<file path="src/design/etl_pkg.sv">
// Package for the expression token lexer.
// Holds token kinds, scan modes, character codes, result structs and class helpers.
// No dependencies.
`default_nettype none

package etl_pkg;

  // Fixed widths of the result fields
  localparam int unsigned START_W = 24;
  localparam int unsigned LEN_W   = 16;
  localparam int unsigned POS_W   = 16;

  // Defaults for the top-level parameters
  localparam int unsigned INDEX_BITS_DEF    = 24;
  localparam int unsigned POSITION_BITS_DEF = 16;

  // Result queue depth (power of two, at least 2)
  localparam int unsigned OQ_DEPTH = 4;

  // Character codes
  localparam logic [7:0] CH_NUL    = 8'h00;
  localparam logic [7:0] CH_TAB    = 8'h09;
  localparam logic [7:0] CH_LF     = 8'h0A;
  localparam logic [7:0] CH_CR     = 8'h0D;
  localparam logic [7:0] CH_SPACE  = 8'h20;
  localparam logic [7:0] CH_BANG   = 8'h21;
  localparam logic [7:0] CH_QUOTE  = 8'h22;
  localparam logic [7:0] CH_AMP    = 8'h26;
  localparam logic [7:0] CH_LPAR   = 8'h28;
  localparam logic [7:0] CH_RPAR   = 8'h29;
  localparam logic [7:0] CH_DOT    = 8'h2E;
  localparam logic [7:0] CH_DIG0   = 8'h30;
  localparam logic [7:0] CH_DIG9   = 8'h39;
  localparam logic [7:0] CH_LT     = 8'h3C;
  localparam logic [7:0] CH_EQ     = 8'h3D;
  localparam logic [7:0] CH_GT     = 8'h3E;
  localparam logic [7:0] CH_UP_A   = 8'h41;
  localparam logic [7:0] CH_UP_Z   = 8'h5A;
  localparam logic [7:0] CH_BSLASH = 8'h5C;
  localparam logic [7:0] CH_USCORE = 8'h5F;
  localparam logic [7:0] CH_LO_A   = 8'h61;
  localparam logic [7:0] CH_LO_Z   = 8'h7A;
  localparam logic [7:0] CH_BAR    = 8'h7C;

  typedef enum logic [3:0] {
    TK_IDENT  = 4'd0,
    TK_INT    = 4'd1,
    TK_STR    = 4'd2,
    TK_LPAREN = 4'd3,
    TK_RPAREN = 4'd4,
    TK_LT     = 4'd5,
    TK_GT     = 4'd6,
    TK_LE     = 4'd7,
    TK_GE     = 4'd8,
    TK_EQ     = 4'd9,
    TK_NE     = 4'd10,
    TK_AND    = 4'd11,
    TK_OR     = 4'd12,
    TK_NOT    = 4'd13,
    TK_ERROR  = 4'd14,
    TK_EOF    = 4'd15
  } tok_kind_e;

  typedef enum logic [2:0] {
    MODE_IDLE   = 3'd0,
    MODE_IDENT  = 3'd1,
    MODE_NUMBER = 3'd2,
    MODE_STRING = 3'd3,
    MODE_ESC    = 3'd4,
    MODE_SYMBOL = 3'd5
  } scan_mode_e;

  typedef enum logic [2:0] {
    SYM_LT  = 3'd0,
    SYM_GT  = 3'd1,
    SYM_EQ  = 3'd2,
    SYM_NOT = 3'd3,
    SYM_AMP = 3'd4,
    SYM_BAR = 3'd5
  } sym_e;

  typedef struct packed {
    tok_kind_e            kind;
    logic [START_W-1:0]   start;
    logic [LEN_W-1:0]     len;
    logic [POS_W-1:0]     line;
    logic [POS_W-1:0]     col;
    logic                 last;
  } tok_t;

  // Results of one step: up to two tokens, first one first
  typedef struct packed {
    logic [1:0] count;
    tok_t       first;
    tok_t       second;
  } step_t;

  function automatic logic is_digit(input logic [7:0] c);
    return (c >= CH_DIG0) && (c <= CH_DIG9);
  endfunction

  function automatic logic is_alpha_start(input logic [7:0] c);
    return ((c >= CH_LO_A) && (c <= CH_LO_Z)) || ((c >= CH_UP_A) && (c <= CH_UP_Z)) ||
           (c == CH_USCORE);
  endfunction

  function automatic logic is_ident_char(input logic [7:0] c);
    return is_alpha_start(c) || is_digit(c) || (c == CH_DOT);
  endfunction

  function automatic logic is_blank(input logic [7:0] c);
    return (c == CH_SPACE) || (c == CH_LF) || (c == CH_CR) || (c == CH_TAB);
  endfunction

  function automatic logic [LEN_W-1:0] sat_inc(input logic [LEN_W-1:0] v);
    return (v == '1) ? v : v + 1'b1;
  endfunction

  // Operator kind when the second byte is '='
  function automatic tok_kind_e with_eq_kind(input sym_e s);
    tok_kind_e k;
    unique case (s)
      SYM_LT:  k = TK_LE;
      SYM_GT:  k = TK_GE;
      SYM_EQ:  k = TK_EQ;
      SYM_NOT: k = TK_NE;
      default: k = TK_ERROR;
    endcase
    return k;
  endfunction

  // Operator kind when the operator stands alone
  function automatic tok_kind_e alone_kind(input sym_e s);
    tok_kind_e k;
    unique case (s)
      SYM_LT:  k = TK_LT;
      SYM_GT:  k = TK_GT;
      SYM_NOT: k = TK_NOT;
      default: k = TK_ERROR;
    endcase
    return k;
  endfunction

endpackage

`default_nettype wire

</file>
<file path="src/design/etl_scan.sv">
// Lexer state and single-step scan logic: consumes one byte, yields 0..2 tokens.
// Depends on etl_pkg.
`default_nettype none

module etl_scan #(
  parameter int unsigned INDEX_BITS    = etl_pkg::INDEX_BITS_DEF,
  parameter int unsigned POSITION_BITS = etl_pkg::POSITION_BITS_DEF
) (
  input  wire logic          clk_i,
  input  wire logic          rst_ni,
  input  wire logic [7:0]    char_code_i,
  input  wire logic          take_i,
  output etl_pkg::step_t     step_o
);
  import etl_pkg::*;

  localparam int unsigned IW = INDEX_BITS;
  localparam int unsigned PW = POSITION_BITS;

  // State
  scan_mode_e          mode_q, mode_d;
  sym_e                sym_q, sym_d;
  logic [IW-1:0]       start_q, start_d;
  logic [LEN_W-1:0]    count_q, count_d;
  logic [PW-1:0]       tline_q, tline_d;
  logic [PW-1:0]       tcol_q, tcol_d;
  logic [PW-1:0]       line_q, line_d;
  logic [PW-1:0]       col_q, col_d;
  logic [IW-1:0]       idx_q, idx_d;
  logic                ended_q, ended_d;

  // Step scratch
  logic [PW-1:0]       pl, pc;
  logic                again;
  logic                emit_a, emit_b;
  tok_kind_e           kind_a, kind_b;
  logic [LEN_W-1:0]    len_a, len_b;
  logic [IW-1:0]       start_b;
  logic [PW-1:0]       line_b, col_b;
  tok_t                tok_a, tok_b;

  always_ff @(posedge clk_i or negedge rst_ni) begin
    if (!rst_ni) begin
      mode_q  <= MODE_IDLE;
      sym_q   <= SYM_LT;
      start_q <= '0;
      count_q <= '0;
      tline_q <= '0;
      tcol_q  <= '0;
      line_q  <= '0;
      col_q   <= '0;
      idx_q   <= '0;
      ended_q <= 1'b0;
    end else if (take_i) begin
      mode_q  <= mode_d;
      sym_q   <= sym_d;
      start_q <= start_d;
      count_q <= count_d;
      tline_q <= tline_d;
      tcol_q  <= tcol_d;
      line_q  <= line_d;
      col_q   <= col_d;
      idx_q   <= idx_d;
      ended_q <= ended_d;
    end
  end

  // Position after this byte
  always_comb begin
    if (char_code_i == CH_LF) begin
      pl = line_q + 1'b1;
      pc = '0;
    end else begin
      pl = line_q;
      pc = col_q + 1'b1;
    end
  end

  // Scan step: slot A closes the held token, slot B is idle rescan or post-end eof
  always_comb begin
    mode_d  = mode_q;
    sym_d   = sym_q;
    start_d = start_q;
    count_d = count_q;
    tline_d = tline_q;
    tcol_d  = tcol_q;
    line_d  = line_q;
    col_d   = col_q;
    idx_d   = idx_q;
    ended_d = ended_q;
    again   = 1'b0;
    emit_a  = 1'b0;
    kind_a  = TK_ERROR;
    len_a   = '0;
    emit_b  = 1'b0;
    kind_b  = TK_EOF;
    len_b   = '0;
    start_b = idx_q;
    line_b  = pl;
    col_b   = pc;

    if (ended_q) begin
      // after end of text every byte gives the same eof
      emit_b = 1'b1;
      line_b = line_q;
      col_b  = col_q;
    end else begin
      line_d = pl;
      col_d  = pc;
      unique case (mode_q)
        MODE_IDENT, MODE_NUMBER: begin
          if ((mode_q == MODE_IDENT) ? is_ident_char(char_code_i)
                                     : is_digit(char_code_i)) begin
            count_d = sat_inc(count_q);
          end else begin
            emit_a = 1'b1;
            kind_a = (mode_q == MODE_IDENT) ? TK_IDENT : TK_INT;
            len_a  = count_q;
            mode_d = MODE_IDLE;
            again  = 1'b1;
          end
        end
        MODE_STRING, MODE_ESC: begin
          priority if (char_code_i == CH_NUL) begin
            // string left open at end of text
            emit_a = 1'b1;
            kind_a = TK_ERROR;
            len_a  = count_q;
            mode_d = MODE_IDLE;
            again  = 1'b1;
          end else if (mode_q == MODE_ESC) begin
            count_d = sat_inc(count_q);
            mode_d  = MODE_STRING;
          end else if (char_code_i == CH_QUOTE) begin
            emit_a = 1'b1;
            kind_a = TK_STR;
            len_a  = count_q;
            mode_d = MODE_IDLE;
          end else begin
            count_d = sat_inc(count_q);
            if (char_code_i == CH_BSLASH) begin
              mode_d = MODE_ESC;
            end
          end
        end
        MODE_SYMBOL: begin
          mode_d = MODE_IDLE;
          emit_a = 1'b1;
          priority if (char_code_i == CH_EQ) begin
            kind_a = with_eq_kind(sym_q);
            len_a  = LEN_W'(2);
          end else if ((char_code_i == CH_AMP) && (sym_q == SYM_AMP)) begin
            kind_a = TK_AND;
            len_a  = LEN_W'(2);
          end else if ((char_code_i == CH_BAR) && (sym_q == SYM_BAR)) begin
            kind_a = TK_OR;
            len_a  = LEN_W'(2);
          end else begin
            kind_a = alone_kind(sym_q);
            len_a  = LEN_W'(1);
            again  = 1'b1;
          end
        end
        default: begin
          // idle, and the unused mode codes
          mode_d = MODE_IDLE;
          again  = 1'b1;
        end
      endcase

      // idle scan of the byte
      if (again) begin
        priority if (char_code_i == CH_NUL) begin
          ended_d = 1'b1;
          emit_b  = 1'b1;
          kind_b  = TK_EOF;
        end else if (is_blank(char_code_i)) begin
          mode_d = MODE_IDLE;
        end else begin
          start_d = idx_q;
          tline_d = pl;
          tcol_d  = pc;
          count_d = LEN_W'(1);
          priority if (is_alpha_start(char_code_i)) begin
            mode_d = MODE_IDENT;
          end else if (is_digit(char_code_i)) begin
            mode_d = MODE_NUMBER;
          end else if (char_code_i == CH_QUOTE) begin
            mode_d  = MODE_STRING;
            start_d = idx_q + 1'b1;
            count_d = '0;
          end else if (char_code_i == CH_LPAR) begin
            emit_b = 1'b1;
            kind_b = TK_LPAREN;
            len_b  = LEN_W'(1);
          end else if (char_code_i == CH_RPAR) begin
            emit_b = 1'b1;
            kind_b = TK_RPAREN;
            len_b  = LEN_W'(1);
          end else if (char_code_i == CH_LT) begin
            sym_d  = SYM_LT;
            mode_d = MODE_SYMBOL;
          end else if (char_code_i == CH_GT) begin
            sym_d  = SYM_GT;
            mode_d = MODE_SYMBOL;
          end else if (char_code_i == CH_EQ) begin
            sym_d  = SYM_EQ;
            mode_d = MODE_SYMBOL;
          end else if (char_code_i == CH_BANG) begin
            sym_d  = SYM_NOT;
            mode_d = MODE_SYMBOL;
          end else if (char_code_i == CH_AMP) begin
            sym_d  = SYM_AMP;
            mode_d = MODE_SYMBOL;
          end else if (char_code_i == CH_BAR) begin
            sym_d  = SYM_BAR;
            mode_d = MODE_SYMBOL;
          end else begin
            emit_b = 1'b1;
            kind_b = TK_ERROR;
            len_b  = LEN_W'(1);
          end
        end
      end

      if (!ended_d) begin
        idx_d = idx_q + 1'b1;
      end
    end
  end

  // Assemble the tokens of this step
  always_comb begin
    tok_a.kind  = kind_a;
    tok_a.start = START_W'(start_q);
    tok_a.len   = len_a;
    tok_a.line  = POS_W'(tline_q);
    tok_a.col   = POS_W'(tcol_q);
    tok_a.last  = ~emit_b;

    tok_b.kind  = kind_b;
    tok_b.start = START_W'(start_b);
    tok_b.len   = len_b;
    tok_b.line  = POS_W'(line_b);
    tok_b.col   = POS_W'(col_b);
    tok_b.last  = 1'b1;

    step_o.count  = {1'b0, emit_a} + {1'b0, emit_b};
    step_o.first  = emit_a ? tok_a : tok_b;
    step_o.second = tok_b;
  end

endmodule

`default_nettype wire

</file>
<file path="src/design/etl_outq.sv">
// Small result queue: takes up to two tokens a cycle, hands out one a cycle.
// Depends on etl_pkg.
`default_nettype none

module etl_outq #(
  parameter int unsigned DEPTH = etl_pkg::OQ_DEPTH
) (
  input  wire logic                         clk_i,
  input  wire logic                         rst_ni,
  input  wire etl_pkg::step_t               push_i,
  input  wire logic                         pop_i,
  output etl_pkg::tok_t                     head_o,
  output logic [$clog2(DEPTH+1)-1:0]        level_o
);
  import etl_pkg::*;

  localparam int unsigned PTR_W = $clog2(DEPTH);
  localparam int unsigned LVL_W = $clog2(DEPTH + 1);

  tok_t               entries_q [DEPTH];
  logic [PTR_W-1:0]   wp_q, wp_d;
  logic [PTR_W-1:0]   rp_q, rp_d;
  logic [LVL_W-1:0]   level_q, level_d;
  logic [PTR_W-1:0]   wp_next;

  assign wp_next = wp_q + 1'b1;

  // Pointer and fill level update
  always_comb begin
    wp_d    = wp_q + PTR_W'(push_i.count);
    rp_d    = rp_q + PTR_W'(pop_i);
    level_d = level_q + LVL_W'(push_i.count) - LVL_W'(pop_i);
  end

  always_ff @(posedge clk_i or negedge rst_ni) begin
    if (!rst_ni) begin
      wp_q    <= '0;
      rp_q    <= '0;
      level_q <= '0;
    end else begin
      wp_q    <= wp_d;
      rp_q    <= rp_d;
      level_q <= level_d;
    end
  end

  // Token storage, no reset needed
  always_ff @(posedge clk_i) begin
    if (push_i.count != 2'd0) begin
      entries_q[wp_q] <= push_i.first;
    end
    if (push_i.count == 2'd2) begin
      entries_q[wp_next] <= push_i.second;
    end
  end

  assign head_o  = entries_q[rp_q];
  assign level_o = level_q;

endmodule

`default_nettype wire

</file>
<file path="src/design/expression_token_lexer_unit.sv">
// Expression token lexer: one text byte per transaction in, one token per transaction out.
// The tokens of an accepted byte are queued and offered from the queue head in order.
// One byte per cycle when not stalled; a byte's two tokens leave one after the other.
// The input stalls while the result queue holds fewer than two free entries.
// Reset (asynchronous, active low) returns the scanner to idle at line 0, column 0,
// index 0, and empties the result queue.
`default_nettype none

module expression_token_lexer_unit #(
  parameter int unsigned INDEX_BITS    = etl_pkg::INDEX_BITS_DEF,
  parameter int unsigned POSITION_BITS = etl_pkg::POSITION_BITS_DEF
) (
  input  wire logic                          clk_i,
  input  wire logic                          rst_ni,
  // byte channel
  input  wire logic                          in_valid_i,
  output logic                               in_stall_o,
  input  wire logic [7:0]                    char_code_i,
  // token channel
  output logic                               out_valid_o,
  input  wire logic                          out_stall_i,
  output logic [3:0]                         token_kind_o,
  output logic [etl_pkg::START_W-1:0]        start_index_o,
  output logic [etl_pkg::LEN_W-1:0]          token_length_o,
  output logic [etl_pkg::POS_W-1:0]          line_number_o,
  output logic [etl_pkg::POS_W-1:0]          column_number_o,
  output logic                               last_of_run_o
);
  import etl_pkg::*;

  localparam int unsigned LVL_W = $clog2(OQ_DEPTH + 1);

  logic              in_take;
  logic              out_take;
  step_t             step;
  step_t             push;
  tok_t              head;
  logic [LVL_W-1:0]  level;

  // Handshakes
  assign in_stall_o  = (level > LVL_W'(OQ_DEPTH - 2));
  assign in_take     = in_valid_i & ~in_stall_o;
  assign out_valid_o = (level != '0);
  assign out_take    = out_valid_o & ~out_stall_i;

  etl_scan #(
    .INDEX_BITS    (INDEX_BITS),
    .POSITION_BITS (POSITION_BITS)
  ) u_scan (
    .clk_i       (clk_i),
    .rst_ni      (rst_ni),
    .char_code_i (char_code_i),
    .take_i      (in_take),
    .step_o      (step)
  );

  // Only push tokens of an accepted byte
  always_comb begin
    push = step;
    if (!in_take) begin
      push.count = 2'd0;
    end
  end

  etl_outq #(
    .DEPTH (OQ_DEPTH)
  ) u_outq (
    .clk_i   (clk_i),
    .rst_ni  (rst_ni),
    .push_i  (push),
    .pop_i   (out_take),
    .head_o  (head),
    .level_o (level)
  );

  // Result fields
  assign token_kind_o    = head.kind;
  assign start_index_o   = head.start;
  assign token_length_o  = head.len;
  assign line_number_o   = head.line;
  assign column_number_o = head.col;
  assign last_of_run_o   = head.last;

`ifndef SYNTHESIS
  // Queue never overfills
  a_level_bound: assert property (@(posedge clk_i) disable iff (!rst_ni)
    level <= LVL_W'(OQ_DEPTH))
    else $error("result queue level above depth");

  // Level rises by at most two tokens per cycle
  a_level_step: assert property (@(posedge clk_i) disable iff (!rst_ni)
    1'b1 |=> (level <= $past(level) + 2))
    else $error("result queue level jumped");

  // End of text is always the closing token of its byte
  a_eof_last: assert property (@(posedge clk_i) disable iff (!rst_ni)
    (out_valid_o && (token_kind_o == TK_EOF)) |-> last_of_run_o)
    else $error("eof token not marked last");

  // A stalled token stays on the output unchanged
  a_out_hold: assert property (@(posedge clk_i) disable iff (!rst_ni)
    (out_valid_o && out_stall_i) |=> (out_valid_o && $stable(token_kind_o) &&
      $stable(start_index_o) && $stable(token_length_o) && $stable(line_number_o) &&
      $stable(column_number_o) && $stable(last_of_run_o)))
    else $error("stalled token changed");
`endif

endmodule

`default_nettype wire

</file>
<file path="config.mk">
export PLATFORM = sky130hd
export DESIGN_NAME = expression_token_lexer_unit
export DESIGN_NICKNAME = d
export VERILOG_FILES = /design/src/design/etl_pkg.sv /design/src/design/etl_scan.sv /design/src/design/etl_outq.sv /design/src/design/expression_token_lexer_unit.sv
export SDC_FILE = /design/constraint.sdc
export NUM_CORES = 1
export LEC_CHECK = 0
export ABC_AREA = 1
export CORE_MARGIN = 4
export CORE_UTILIZATION = 25
export CTS_CLUSTER_DIAMETER = 80
export DETAILED_ROUTE_END_ITERATION = 10
export DONT_BUFFER_PORTS = 1
export MAX_ROUTING_LAYER = met4
export PLACE_DENSITY_LB_ADDON = 0.12
export SLEW_MARGIN = 20
export SYNTH_ARGS = -nofsm -noshare
export SYNTH_HDL_FRONTEND = slang
export SYNTH_HIERARCHICAL = 1
export SYNTH_SLANG_ARGS = --single-unit
</file>
<file path="constraint.sdc">
create_clock -name clk_i -period 5.6 [get_ports clk_i]
set_input_delay 1.12 -clock clk_i [delete_from_list [all_inputs] [get_ports clk_i]]
set_output_delay 1.12 -clock clk_i [all_outputs]
set_load 0.03 [all_outputs]
</file>
# --- Word-level counts from Yosys, hierarchy flattened ---
# Memory sizes are Yosys's and may differ from the RTL's.
# Cells that the tools add are included.
word_totals:
  regBits: 142
  ramBits: 308
  inputBits: 12
  output_inout_bits: 79
  word_cells: 229
  mem_count: 1
op_classes:
  n_addsub: 10
  order_cmp: 7
  n_eq_ne: 28
  n_mux: 133
  n_bitwise: 14
  n_reduce_logical: 23
mem_list:
  columns: ["memory", "depth", "word_bits", "read_ports", "rd_clocked_by_memory_dff", "write_ports", "line_no", "text"]
  rows:
  - ["u_outq.entries_q", 4, 77, 1, 0, 2, "etl_outq.sv:20", "tok_t entries_q [DEPTH];"]
ops:
  columns: ["cell", "count"]
  rows:
  - ["two-way mux 16 bit", 35]
  - ["two-way mux 4 bit", 22]
  - ["equality test 8 x 6 -> 1 bit (second input constant)", 10]
  - ["two-way mux 77 bit", 1]
  - ["two-way mux 3 bit", 25]
  - ["two-way mux 24 bit", 3]
  - ["adder 16 x 1 -> 16 bit (second input constant)", 3]
  - ["case mux 16 bit (3 select lines)", 1]
  - ["two-way mux 1 bit", 37]
  - ["case mux 16 bit (2 select lines)", 1]
  - ["adder 24 x 1 -> 24 bit (second input constant)", 1]
  - ["equality test 8 x 4 -> 1 bit (second input constant)", 3]
  - ["equality test 8 x 7 -> 1 bit (second input constant)", 3]
  - ["case mux 4 bit (3 select lines)", 2]
  - ["equality test 16 bit (second input constant)", 1]
  - [">= comparator 8 x 7 -> 1 bit (second input constant)", 2]
  - ["<= comparator 8 x 7 -> 1 bit (second input constant)", 2]
  - ["case mux 4 bit (4 select lines)", 1]
  - ["equality test 3 x 2 -> 1 bit (second input constant)", 4]
  - ["equality test 3 bit (second input constant)", 4]
  - ["NOT 1 bit", 12]
  - ["AND reduction 11 bit", 1]
  - [">= comparator 8 x 6 -> 1 bit (second input constant)", 1]
  - ["<= comparator 8 x 6 -> 1 bit (second input constant)", 1]
  - ["other kinds (24)", 39]

# --- Longest topological paths before layout ---
depth:
  word_depth: 23
  depth_mapped: 24

# --- Cells and area by module ---
# The synthesis kept the hierarchy.
by_module_without_submodules:
  columns: ["module", "n_inst", "cells_per_inst", "area_each_um2"]
  rows:
  - ["etl_outq", 1, 2202, 17391.7]
  - ["etl_scan", 1, 1366, 9056.2]
  - ["expression_token_lexer_unit", 1, 12, 53.8]

# --- Worst setup path after synthesis ---
# OpenSTA, ideal clock, no wires.
synth_timing:
  path_kind: "input to register"
  startpoint: "input port char_code_i[3]"
  endpoint: "memory u_outq/entries_q[0][0] in the netlist's numbering (enable)"
  setup_ns: 0.437
  arrival_ns: 5.284
  setup_slack_ns: -0.121
  cell_stages: 22
  path_buffers: 4
  cell_sequence: "buf_2 -> nor2_1 -> inv_2 -> nor2_1 -> inv_1 -> nor2_2 -> inv_2 -> a21oi_1 -> inv_1 -> nand2_2 -> o21ai_4 -> inv_2 -> buf_2 -> ha_1 -> inv_1 -> nor2_1 -> inv_2 -> nor2_4 -> nand2_1 -> buf_2 -> buf_2 -> nand2_1"
synth_rtl:
  columns: ["element", "line_no", "text"]
  rows:
  - ["start: declaration", "expression_token_lexer_unit.sv:18", "input wire logic [7:0] char_code_i,"]
  - ["end: declaration", "etl_outq.sv:20", null]

==> flow_summary.toml <==
[outcome]
status = "finished clean"

[pwr]
power_mw = 11.3
vdd_drop_max_v = 0.000244
p_leak_nw = 13.7
powerDensity_mw_per_mm2 = 382

[clock_tree]
cts.path.max_buffers = 3
ctsHoldBuffers = 0
cts_resized = 0
htree_levels = 2
clk_pin_slew_ns = 0.06
post-cts-setup-buffer-count = 0
numCtsBuffers = 57
cts.sinks = 450
clk_latency_ns = 0.63
clockRootBuffer = "clkbuf_16"
cts_tree = "done"

[finish]
design_area_mm2 = 0.0297
synthToLayoutAreaGrowth_pct = 11.9
nets = 3509
drive_above_1_share_pct = 7.50
utilization_pct = 28.2

[die]
coreArea_mm2 = 0.105
dieArea_mm2 = 0.111
start_util_pct = 25.2
die_h_um = 334
io-pin-count = 91
rows = 119
die-width_um = 334

[placed_design]
gp_congestion = 0.838
portBuffers = 0
place_ws_ns = 0.532
dpl-instance-area_mm2 = 0.0278
place_hpwl_um = 53400

[critical_path]
critPathLaunchType = "input port"
cp-startpoint = "char_code_i[7]"
crit_path_max_incr_delay_ns = 0.72
cp_top_family = "simple AND/OR/NAND/NOR gates"
crit_fanout = 42
required_ns = 6.08
slowest_stage = "buf_4"
crit_path_frequent_cell = "nand2_1"
cp-end-kind = "register"
crit_path_cell_trace = "inv_1, nand2_1, nor2_1, nand3_1, o31ai_1, o21ai_2, nand2_2, nand2_2, o21ai_4, inv_2, ha_1, inv_1, nor2_1, nor2_4, nand2_4, buf_4, buf_4, nand2_1, nand2_1"
cp_data_arrival_time_ns = 4.87
r2r_slack_ns = 1.48
critPathBufInv = 5
r2r_cells = 17
critPathKind = "input port to register"
r2r_start = "u_scan/mode_q[1]"
r2r-end = "u_outq/entries_q[1][43]"
cp.depth = 19

[timing]
max_freq_ghz = 0.228
slew_viol_final = 0
fin_crit_sh_pct = 78.3
setup_violations = 0
fin_ws_ns = 1.21
setup_tns_ns = 0
hold_violations = 0
worstMarginPinSlew_ns = 1.07
relSlewSlack_pct = 28.5
rsz0062_at_grt = "no"
fin_skew_ns = 0.0189
timing.final.crit_period_ns = 4.39

[synth]
netlist_area_mm2 = 0.0265
syn_area_per_cell_um2 = 7.40
synth-seq-cells = 450
yosysWarnings = 6
ys_types = 44
syn_inst = 3580
ys_seq_area_share_pct = 48.3
async_reset_ff_share_pct = 31.6
ys.flop_type = "edfxtp_1"
synth-edff-count = 308

[drt]
drtAntennaViolNets = 0
num_vias = 22220
first_pass_iters = 5
wl_um = 92600
drc = 0
initialDrtViolationCount = 1322
via_per_inst = 4.51
wl_per_cell_um = 18.8

[job]
cap_violations = 0

[global_route]
grt_pass1_vias = 21414
antenna_found_initial = 1
grt_overflow = 0
grt_max_degree = 148
gr-usage-all-layers_pct = 16.8
grt_pass1_wl_um = 139000

[worst_hold_path]
hp-class = "input port to async pin"
through the flow:
stage | instances | hold slack (ns)
after floorplan | 3594 | 0.442
after global placement | 4817 | 0.458
after detailed placement | 4817 | 0.458
after CTS | 4925 | 0.150
after global routing | 4926 | 0.150
final | 4926 | 0.201
worst max-delay path by stage:
stage,end,slack (ns)
detailed placement,u_outq/entries_q[1][11],0.53
global placement,u_outq/entries_q[1][12],0.64
floorplan,u_outq/entries_q[0][0],0.63
global route,u_outq/entries_q[1][36],0.82
CTS,u_outq/entries_q[1][54],1.20
finish,u_outq/entries_q[1][43],1.21
layout make-up:
class | count | area [um^2]
Inverter | 419 | 1580
Fill cell | 11320 | 75600
Clock inverter | 21 | 161
Clock buffer | 87 | 1670
Sequential cell | 450 | 12800
Tap cell | 1391 | 1740
Timing Repair Buffer | 46 | 483
Multi-Input combinational cell | 2511 | 11200
Antenna cell | 1 | 2.50
kinds of logic (layout without fill, tap and decap cells):
group | after synthesis | in the layout | share of synthesized area (%)
DFF | 450 | 450 | 48.3
buffers and inverters | 633 | 573 | 9.89
AOI/OAI and AO/OA | 265 | 265 | 5.17
and+or+nand+nor | 2177 | 2177 | 34.6
other | 2 | 17 | 0.0283
adders and majority gates | 12 | 12 | 0.595
muxes | 1 | 1 | 0.0378
xor gates and xnor gates | 40 | 40 | 1.32
cell usage in the layout (no fill, tap or decap), types with 8 or more instances in the layout:
master     netlist  final
nand2_1       1474   1467
nand3_1        470    470
inv_1          401    401
edfxtp_1       308    308
o21ai_0        186    186
dfrtp_1        142    140
or2_2           79     79
nor2_1          71     69
clkbuf_16        0     59
o21ai_1         50     50
buf_4           24     35
nor3_1          35     35
xor2_1          33     33
clkbuf_1        92     19
nand4_1         19     19
conb_1           2     16
inv_2           17     15
a21oi_1         15     14
ha_1            11     11
buf_12           0     11
clkinv_2         0     10
clkbuf_8         0      9
nand2_4          1      9
nor2_4           5      8
power by group:
group | total [mW] | leakage [nW] | switching, mW | internal, mW
sequential | 4.05 | 4.10 | 0.176 | 3.87
clock | 3.67 | 0.897 | 1.53 | 2.14
combinational | 3.62 | 8.72 | 3.00 | 0.624
synth_stat cells, drive strengths merged, types with 11 or more instances:
master,count,area [um^2]
nor2,82,360
inv,418,1570
ha,11,138
or2,79,494
buf,121,697
edfxtp,308,9250
nand3,471,2370
nor3,38,211
o21ai,239,1210
nand2,1481,5580
xor2,33,289
a21oi,16,83.8
dfrtp,142,3550
clkbuf,93,350
nand4,19,119
worst register-to-register path, delay by kind of cell, from the launching register on:
| kind | cells | cell delay [ns] |
|---|---|---|
| flip-flops | 1 | 0.47 |
| AND/OR/NAND/NOR | 11 | 1.62 |
| AO/OA/AOI/OAI | 2 | 0.35 |
| buffers and inverters | 3 | 1.25 |
| adder cells (fa/ha/maj) | 1 | 0.30 |
per-layer routing:
metal	routed length (um)	track usage (%)	vias to the layer above
met4	1580	3.29	0
met3	5410	3.63	99
li1	-	-	11174
met2	42500	26.7	407
met5	0	-	-
met1	43200	22.2	10540
state kept, by name, summed over array words and instances, names as in the netlist:
signal / count
u_outq/entries_q: 308
u_scan/tcol_q: 16
u_scan/mode_q: 3
u_scan/count_q: 16
u_outq/wp_q: 2
u_scan/col_q: 16
u_scan/sym_q: 3
u_outq/level_o: 3
u_scan/line_q: 16
u_scan/start_q: 24
u_scan/idx_q: 24
u_scan/tline_q: 16
u_scan/ended_q: 1
u_outq/rp_q: 2
Note: power is estimated with default switching activity, not from simulation.
